## src/design/assert_macros.svh

```systemverilog
// assertion macros shared by the console rtl
`ifndef ASSERT_MACROS_SVH
`define ASSERT_MACROS_SVH

`ifndef SYNTHESIS

// expression holds at every clock edge out of reset
`define TCC_ASSERT(label, clk, rst, expr) \
  label: assert property (@(posedge clk) disable iff (rst) (expr)) \
    else $error("console assertion failed");

// antecedent implies consequent in the same cycle
`define TCC_IMPLY(label, clk, rst, ante, cons) \
  label: assert property (@(posedge clk) disable iff (rst) (ante) |-> (cons)) \
    else $error("console assertion failed");

// antecedent implies consequent in the next cycle
`define TCC_NEXT(label, clk, rst, ante, cons) \
  label: assert property (@(posedge clk) disable iff (rst) (ante) |=> (cons)) \
    else $error("console assertion failed");

`else

`define TCC_ASSERT(label, clk, rst, expr)
`define TCC_IMPLY(label, clk, rst, ante, cons)
`define TCC_NEXT(label, clk, rst, ante, cons)

`endif

`endif

```

## src/design/tcc_pkg.sv

```systemverilog
// shared types and codes for the text console
`timescale 1ns / 1ps

package tcc_pkg;

  // fixed field widths
  localparam int CURSOR_W = 11;
  localparam int DATA_W   = 16;
  localparam int INDEX_W  = 11;

  // operation codes
  localparam logic [1:0] OP_PUT   = 2'd0;
  localparam logic [1:0] OP_CLEAR = 2'd1;
  localparam logic [1:0] OP_READ  = 2'd2;

  // character codes
  localparam logic [7:0] CH_BACKSPACE = 8'd8;
  localparam logic [7:0] CH_NEWLINE   = 8'd10;
  localparam logic [7:0] CH_RETURN    = 8'd13;
  localparam logic [7:0] CH_SPACE     = 8'd32;

  // color after reset and the blank cell it makes
  localparam logic [7:0]  RESET_COLOR = 8'h07;
  localparam logic [15:0] RESET_CELL  = {RESET_COLOR, CH_SPACE};

  // one result as handed from the engine to the output register
  typedef struct packed {
    logic [CURSOR_W-1:0] cursor_position;
    logic [DATA_W-1:0]   read_data;
  } tcc_result_t;

endpackage

```

## src/design/tcc_engine.sv

```systemverilog
// cursor tracking and cell memory sequencer: put, clear, read, scroll
`timescale 1ns / 1ps
`include "assert_macros.svh"

module tcc_engine #(
  parameter int COLUMNS = 80,
  parameter int ROWS    = 25
) (
  input  logic                                  clk,
  input  logic                                  rst,
  input  logic                                  in_valid,
  output logic                                  in_stall,
  input  logic [1:0]                            operation,
  input  logic [7:0]                            char_code,
  input  logic [tcc_pkg::INDEX_W-1:0]           cell_index,
  input  logic [7:0]                            text_color,
  output logic                                  ram_we,
  output logic [$clog2(COLUMNS*ROWS)-1:0]       ram_waddr,
  output logic [tcc_pkg::DATA_W-1:0]            ram_wdata,
  output logic [$clog2(COLUMNS*ROWS)-1:0]       ram_raddr,
  input  logic [tcc_pkg::DATA_W-1:0]            ram_rdata,
  output logic                                  res_valid,
  input  logic                                  res_take,
  output tcc_pkg::tcc_result_t                  res
);

  localparam int CELLS = COLUMNS * ROWS;
  localparam int AW    = $clog2(CELLS);
  localparam int PW    = $clog2(CELLS + COLUMNS);
  localparam int CW    = $clog2(COLUMNS);
  localparam int CMPW  = (PW > tcc_pkg::INDEX_W) ? PW : tcc_pkg::INDEX_W;
  localparam int CUR_W = tcc_pkg::CURSOR_W;

  typedef enum logic [2:0] {
    INIT, IDLE, EXEC, RDWAIT, WRAP, SCROLL, FILL, DONE
  } state_t;

  state_t                      state;
  logic [1:0]                  op_q;
  logic [7:0]                  ch_q;
  logic [tcc_pkg::INDEX_W-1:0] idx_q;
  logic [PW-1:0]               pos;
  logic [CW-1:0]               col;
  logic [PW-1:0]               ptr;
  logic [AW-1:0]               mv_dst;
  logic                        mv_pend;
  logic [tcc_pkg::DATA_W-1:0]  fill_word;
  logic [tcc_pkg::DATA_W-1:0]  rd_q;

  logic [tcc_pkg::DATA_W-1:0]  blank;
  logic [CW:0]                 col_inc;
  logic                        col_last;
  logic                        idx_ok;
  logic                        pos_past;
  logic [PW-1:0]               pos_dec;
  logic [PW-1:0]               ptr_back;
  logic                        is_ctrl;

  // decode helpers
  always_comb begin
    blank    = {text_color, tcc_pkg::CH_SPACE};
    col_inc  = {1'b0, col} + 1'b1;
    col_last = (col_inc == (CW+1)'(COLUMNS));
    idx_ok   = (CMPW'(idx_q) < CMPW'(CELLS));
    pos_past = (pos >= PW'(CELLS));
    pos_dec  = pos - 1'b1;
    ptr_back = ptr - PW'(COLUMNS);
    is_ctrl  = (ch_q == tcc_pkg::CH_NEWLINE) || (ch_q == tcc_pkg::CH_RETURN) ||
               (ch_q == tcc_pkg::CH_BACKSPACE);
  end

  // memory port drive
  always_comb begin
    ram_we    = 1'b0;
    ram_waddr = ptr[AW-1:0];
    ram_wdata = fill_word;
    ram_raddr = ptr[AW-1:0];
    unique case (state)
      INIT: begin
        ram_we    = 1'b1;
        ram_wdata = tcc_pkg::RESET_CELL;
      end
      EXEC: begin
        ram_raddr = AW'(idx_q);
        if (op_q == tcc_pkg::OP_PUT) begin
          priority if (ch_q == tcc_pkg::CH_BACKSPACE) begin
            ram_we    = (col != '0);
            ram_waddr = pos_dec[AW-1:0];
            ram_wdata = blank;
          end else if (!is_ctrl) begin
            ram_we    = 1'b1;
            ram_waddr = pos[AW-1:0];
            ram_wdata = {text_color, ch_q};
          end else begin
            ram_we    = 1'b0;
          end
        end
      end
      SCROLL: begin
        ram_we    = mv_pend;
        ram_waddr = mv_dst;
        ram_wdata = ram_rdata;
      end
      FILL: begin
        ram_we    = 1'b1;
      end
      default: begin
        ram_we    = 1'b0;
      end
    endcase
  end

  // sequencer and cursor registers
  always_ff @(posedge clk) begin
    if (rst) begin
      state   <= INIT;
      ptr     <= '0;
      pos     <= '0;
      col     <= '0;
      mv_pend <= 1'b0;
    end else begin
      unique case (state)
        INIT: begin
          ptr <= ptr + 1'b1;
          if (ptr == PW'(CELLS - 1)) begin
            state <= IDLE;
          end
        end
        IDLE: begin
          op_q  <= operation;
          ch_q  <= char_code;
          idx_q <= cell_index;
          rd_q  <= '0;
          if (in_valid) begin
            state <= EXEC;
          end
        end
        EXEC: begin
          unique case (op_q)
            tcc_pkg::OP_PUT: begin
              priority if (ch_q == tcc_pkg::CH_NEWLINE) begin
                pos <= pos - PW'(col) + PW'(COLUMNS);
                col <= '0;
              end else if (ch_q == tcc_pkg::CH_RETURN) begin
                pos <= pos - PW'(col);
                col <= '0;
              end else if (ch_q == tcc_pkg::CH_BACKSPACE) begin
                if (col != '0) begin
                  pos <= pos_dec;
                  col <= col - 1'b1;
                end
              end else begin
                pos <= pos + 1'b1;
                col <= col_last ? '0 : col_inc[CW-1:0];
              end
              state <= WRAP;
            end
            tcc_pkg::OP_CLEAR: begin
              pos       <= '0;
              col       <= '0;
              ptr       <= '0;
              fill_word <= blank;
              state     <= FILL;
            end
            tcc_pkg::OP_READ: begin
              state <= idx_ok ? RDWAIT : DONE;
            end
            default: begin
              state <= DONE;
            end
          endcase
        end
        RDWAIT: begin
          rd_q  <= ram_rdata;
          state <= DONE;
        end
        WRAP: begin
          if (pos_past) begin
            pos     <= pos - PW'(COLUMNS);
            ptr     <= PW'(COLUMNS);
            mv_pend <= 1'b0;
            state   <= SCROLL;
          end else begin
            state <= DONE;
          end
        end
        SCROLL: begin
          // read one row down, write it back one row up in the next cycle
          if (ptr == PW'(CELLS)) begin
            mv_pend   <= 1'b0;
            ptr       <= PW'(CELLS - COLUMNS);
            fill_word <= blank;
            state     <= FILL;
          end else begin
            mv_pend <= 1'b1;
            mv_dst  <= ptr_back[AW-1:0];
            ptr     <= ptr + 1'b1;
          end
        end
        FILL: begin
          ptr <= ptr + 1'b1;
          if (ptr == PW'(CELLS - 1)) begin
            state <= DONE;
          end
        end
        DONE: begin
          if (res_take) begin
            state <= IDLE;
          end
        end
        default: begin
          state <= IDLE;
        end
      endcase
    end
  end

  // handshake and result
  assign in_stall            = (state != IDLE);
  assign res_valid           = (state == DONE);
  assign res.cursor_position = CUR_W'(pos);
  assign res.read_data       = rd_q;

  `TCC_IMPLY(a_pos_in_range, clk, rst, state == IDLE, pos < PW'(CELLS))
  `TCC_ASSERT(a_col_in_range, clk, rst, (CW+1)'(col) < (CW+1)'(COLUMNS))
  `TCC_IMPLY(a_write_in_range, clk, rst, ram_we, (AW+1)'(ram_waddr) < (AW+1)'(CELLS))
  `TCC_NEXT(a_accept_starts, clk, rst, in_valid && !in_stall, state == EXEC)

endmodule
```

## config.mk

```make
export PLATFORM = sky130hd
export DESIGN_NAME = tcc_engine
export DESIGN_NICKNAME = d
export VERILOG_FILES = /design/src/design/tcc_pkg.sv /design/src/design/tcc_engine.sv
export VERILOG_INCLUDE_DIRS = /design/src /design/src/design
export SDC_FILE = /design/constraint.sdc
export NUM_CORES = 1
export LEC_CHECK = 0
export ABC_AREA = 1
export BUFFER_PORTS_ARGS = -buffer_cell sky130_fd_sc_hd__clkbuf_2
export CORE_MARGIN = 4
export CORE_UTILIZATION = 50
export CTS_BUF_LIST = sky130_fd_sc_hd__clkbuf_4 sky130_fd_sc_hd__clkbuf_8
export DETAILED_ROUTE_END_ITERATION = 10
export PLACE_DENSITY = 0.74
export SYNTH_ARGS = -nofsm -noshare
export SYNTH_HDL_FRONTEND = slang
export SYNTH_SLANG_ARGS = --single-unit
```

## constraint.sdc

```tcl
create_clock -name clk -period 2.4 [get_ports clk]
set_input_delay 0.6 -clock clk [delete_from_list [all_inputs] [get_ports clk]]
set_output_delay 0.6 -clock clk [all_outputs]
set_load 0.05 [all_outputs]
```

Yosys cells after proc, flatten, opt, wreduce, memory -nomap -nowiden
Cells that the tools add are included.
{ "op_classes": {"add_sub_neg": 9, "n_mul": 0, "div_mod_pow": 0, "n_lt_le_gt_ge": 2, "n_eq_ne": 26, "shifts": 0, "muxes": 46, "n_bitwise": 2, "n_reduce_logical": 21} }
{ "ops": {"columns": ["cell", "count"], "rows": [
  ["$mux 12", 8],
  ["$mux 16", 5],
  ["$pmux 16 s2", 2],
  ["$pmux 12 s2", 2],
  ["$pmux 12 s4", 1],
  ["$pmux 16 s3", 1],
  ["$mux 11", 4],
  ["$mux 7", 5],
  ["$add 12x1->12 const B", 2],
  ["$eq 12x11->1 const B", 2],
  ["$eq 8x4->1 const B", 3],
  ["$pmux 3 s8", 1],
  ["$pmux 11 s2", 1],
  ["$mux 3", 6],
  ["$pmux 7 s2", 1],
  ["$add 12x7->12 const B", 1],
  ["$eq 3x3->1 const B", 4],
  ["$ge 12x11->1 const B", 1],
  ["$sub 12x1->12 const B", 1],
  ["$sub 12x7->12", 1],
  ["$sub 12x7->12 const B", 1],
  ["$lt 11x11->1 const B", 1],
  ["$sub 11x7->11 const B", 1],
  ["$ne 2x2->1 const B", 5],
  ["other kinds (29)", 46]
]} }
{ "word_totals": {"regBits": 99, "latchBits": 0, "ramBits": 0, "mem_bits_ro": 0, "input_bits": 49, "output_inout_bits": 68, "elab_cells": 117, "n_memories": 0} }

Longest topological paths before layout
{ "depth": {"ltp_word": 7, "ltp_mapped": 18, "ltp_nobuf": 18} }

Least setup slack after synthesis
Ideal clock, no wire load.
{ "synth_path": {"path_kind": "flip-flop to output port", "from": "register ch_q[6]", "to": "output port ram_we", "arrival_ns": 2.456, "required_time_ns": 1.800, "setup_slack_ns": -0.656, "stages_incl_launch_ff": 11, "n_path_buf": 1, "path_cell_list": "edfxtp_1 > inv_2 > nand4_1 > nor2_1 > inv_2 > nand2_4 > nor2_8 > nand2_4 > nand2_2 > buf_2 > o21ai_0"} }
{ "synth_between": {"elab_chain_cells": 7} }
{ "synth_rtl": {"columns": ["element", "line", "source"], "rows": [
  ["from (decl)", "tcc_engine.sv:40", "logic [7:0] ch_q;"],
  ["from (signal assigned)", "tcc_engine.sv:131", "ch_q <= char_code;"],
  ["$eq 8x4->1", "tcc_engine.sv:68", "is_ctrl = (ch_q == tcc_pkg::CH_NEWLINE) || (ch_q == tcc_pkg::CH_RETURN) ||"],
  ["$logic_or 1x1->1 (2 in a row)", "tcc_engine.sv:68", null],
  ["$mux 1", "tcc_engine.sv:90", "end else if (!is_ctrl) begin"],
  ["$mux 1 *", "tcc_engine.sv:86", "priority if (ch_q == tcc_pkg::CH_BACKSPACE) begin"],
  ["$mux 1 *", "tcc_engine.sv:85", "if (op_q == tcc_pkg::OP_PUT) begin"],
  ["$pmux 1 s3 *", "tcc_engine.sv:78", "unique case (state)"],
  ["to (decl)", "tcc_engine.sv:17", "output logic ram_we,"]
]} }
Mark *: on every way between the ends. The rest lies on a longest branch, timed or not.

Final worst setup path
{ "layout_path": {"from": "register pos[1]", "to": "output port ram_waddr[10]"} }
{ "layout_between": {"elab_chain_cells": 4} }
{ "layout_rtl": {"columns": ["element", "line", "source"], "rows": [
  ["from (decl)", "tcc_engine.sv:42", "logic [PW-1:0] pos;"],
  ["from (signal assigned)", "tcc_engine.sv:142", "pos <= pos - PW'(col) + PW'(COLUMNS);"],
  ["from (signal assigned)", "tcc_engine.sv:145", "pos <= pos - PW'(col);"],
  ["from (signal assigned)", "tcc_engine.sv:149", "pos <= pos_dec;"],
  ["$sub 12x1->12", "tcc_engine.sv:66", "pos_dec = pos - 1'b1;"],
  ["$mux 11", "tcc_engine.sv:86", null],
  ["$mux 11", "tcc_engine.sv:85", null],
  ["$pmux 11 s2", "tcc_engine.sv:78", null],
  ["to (decl)", "tcc_engine.sv:18", "output logic [$clog2(COLUMNS*ROWS)-1:0] ram_waddr,"]
]} }
Every way passes these cells.

==> flow_metrics.tcl <==
set metrics [dict create \
    io_pins 117 \
    violations "setup timing" \
    io_buffers 116 \
    gp_congestion 0.918 \
    grt_max_degree 19 \
    dr.pass1.iters 8 \
    core_mm2 0.0126 \
    yosys_register_bits 91 \
    fin_nets 1179 \
    most-common-layout-cells "177 x nand2_1, 120 x buf_4, 88 x nor2_1, 80 x inv_1, 77 x clkbuf_2" \
    path_clk_slew_ps 120 \
    yosys.area.top_type_share_pct 26.4 \
    ant_nets 0 \
    vias_per_cell 5.78 \
    fill_cells 801 \
    die_x_um 121 \
    cts_buffer_depth 2 \
    finalCritPeriodShare_pct 123 \
    synth_edf_count 56 \
    hp-class "in2reg" \
    synth_flop_cell "edfxtp_1" \
    syn_avg_cell_area_um2 7.26 \
    grt_pass1_vias 6777 \
    critPathLaunchType "flip-flop" \
    hold_viol 0 \
    die-area_mm2 0.0146 \
    multi_input_area_mm2 0.00397 \
    yosys_warnings 0 \
    synth_cell_types 45 \
    grt_pass1_wl_um 34300 \
    n_antenna_cell 0 \
    synthesis.nets 952 \
    clk_latency_ps 410 \
    synthTopCellsByArea "edfxtp_1 26%, nand2_1 12%, dfxtp_1 11%" \
    hpwlAfterDp_um 15300 \
    finalWorstSetupSlack_ps -551 \
    cts_inserted_buffers 9 \
    crit_required_ps 1800 \
    first_iter_violations 829 \
    final_common_cell "nand2_1" \
    period_needed_ps 2950 \
    relSlewSlack_pct 57.6 \
    max-vdd-ir-drop_mv 1.19 \
    path_class "reg2out" \
    track_usage_pct 29.6 \
    utilization_pct 75.4 \
    fmax_mhz 339 \
    cts_num_sinks 91 \
    finalSetupViolCount 34 \
    clock_skew_ps 27.6 \
    tns_ps -13750 \
    start_util_pct 50.8 \
    setup.worst_path.end_class "output pin" \
    gr-total-overflow 0 \
    via_count 7416 \
    dp.cells 1226 \
    rows 41 \
    cts-root-buf "clkbuf_8" \
    antenna_found_initial 0 \
    final_max_slew_viol_count 0 \
    rsz0062_at_grt "yes" \
    layout.cells.non_filler 1283 \
    seqCellArea_mm2 0.00239 \
    synth_area_mm2 0.00638 \
    tightest_slew_ps 634 \
    status "finished with violations" \
    powerDensity_mw_per_mm2 1030 \
    drt-total-wl_um 23900 \
    wire_per_inst_um 18.6 \
    cts_max_level 3 \
    p_leak_nw 4.22 \
    arrival_ps 2350 \
    area_delta_synth_final_pct 48.5 \
    cap_violations 0 \
    async_reset_ff_share_pct 0 \
    holdBufCountCts 0 \
    tritoncts "built" \
    synth_top_area_cell "edfxtp_1" \
    cp_max_fo 2 \
    synth_seq_area_share_pct 37.3 \
    drive_gt1_share_pct 38.9 \
    dieHeight_um 121 \
    synth_cells 879 \
    drc_errors 0 \
]
==> worst paths after layout <==
kind,depth (start not counted),end,from,slack (ps)
worst min-delay path,1,idx_q[2],cell_index[2],370
worst min register to register,0,mv_dst[3],ptr[3],500
worst max-delay path,12,ram_waddr[10],pos[1],-550
worst max register to register,18,pos[8],pos[0],-90
==> cell families after synthesis <==
family / share of synthesized area, %
and+or+nand+nor: 28.5
xor gates and xnor gates: 2.45
DFF: 37.3
buffers and inverters: 9.96
AOI/OAI and AO/OA: 16.9
adders and majority gates: 4.82
==> cell type report <==
cell class | instances | area share [%]
Clock buffer | 9 | 1.31
Inverter | 115 | 4.87
Timing Repair Buffer | 253 | 23.7
Tap cell | 172 | 2.27
Multi-Input combinational cell | 636 | 41.9
Clock inverter | 7 | 0.727
Sequential cell | 91 | 25.2
==> worst max-delay path, stage by stage, from the launching register on <==
cell	delay, ps
dfxtp_2	370
inv_2	100
ha_4	170
inv_4	40
nor3_4	210
nand2_2	90
nor2_2	130
nand2_1	80
nand2_1	60
nand4_1	140
o221ai_2	180
o211ai_1	150
clkbuf_16	200
==> through the flow <==
| step | instance area (µm²) | power (mW) | setup slack [ps] | hold slack, ps |
|---|---|---|---|---|
| after floorplan | 6490 | 5.56 | -340 | 431 |
| after global placement | 8140 | 7.39 | -196 | 444 |
| after detailed placement | 8140 | 7.45 | -289 | 452 |
| after CTS | 8920 | 8.99 | -441 | 361 |
| after global routing | 9470 | 10.3 | -670 | 360 |
| final | 9470 | 9.79 | -551 | 367 |
==> report_power, final <==
group	internal [mW]	switching, mW	total, mW
clock network	0.404	0.700	1.10
logic	2.50	4.16	6.66
registers	1.88	0.145	2.02
total	4.78	5.00	9.79
==> Yosys cell counts, types with 3 or more instances <==
library cell	number
dfxtp_1	35
o22ai_1	7
nor3_1	11
nor2_4	3
o211ai_1	18
or2_2	3
ha_1	23
nor2_2	6
o221ai_1	9
nor2_1	101
a21oi_1	56
o21a_1	3
xnor2_1	4
edfxtp_1	56
a211oi_1	3
inv_1	93
buf_2	8
o21ai_0	56
inv_2	20
a31oi_1	5
o21ai_1	6
nand3_1	63
clkbuf_1	16
nand2_1	198
o2111ai_1	7
nand2_2	5
xor2_1	12
nand4_1	18
buf_4	12
==> repair_timing <==
action                     in CTS  in global routing
buffers inserted               19                 20
setup endpoints to repair      43                 40
pin swaps                      23                 58
cloned                          2                  1
gates resized for setup       113                120
==> state kept, by name (all words and copies together), names as in the netlist <==
| signal | count |
|---|---|
| op_q | 2 |
| state | 3 |
| pos | 12 |
| idx_q | 11 |
| rd_q | 16 |
| ch_q | 8 |
| fill_word | 8 |
| col | 7 |
| ptr | 12 |
| mv_pend | 1 |
| mv_dst | 11 |
==> layer usage <==
metal | track usage [%] | wire length [µm] | up-vias
met1 | 38.0 | 9020 | 3398
met2 | 48.9 | 11500 | 469
met4 | 13.2 | 1340 | 0
li1 | - | - | 3420
met5 | 0 | 0 | -
met3 | 5.03 | 2080 | 129
(Power assumes the default switching activity.)
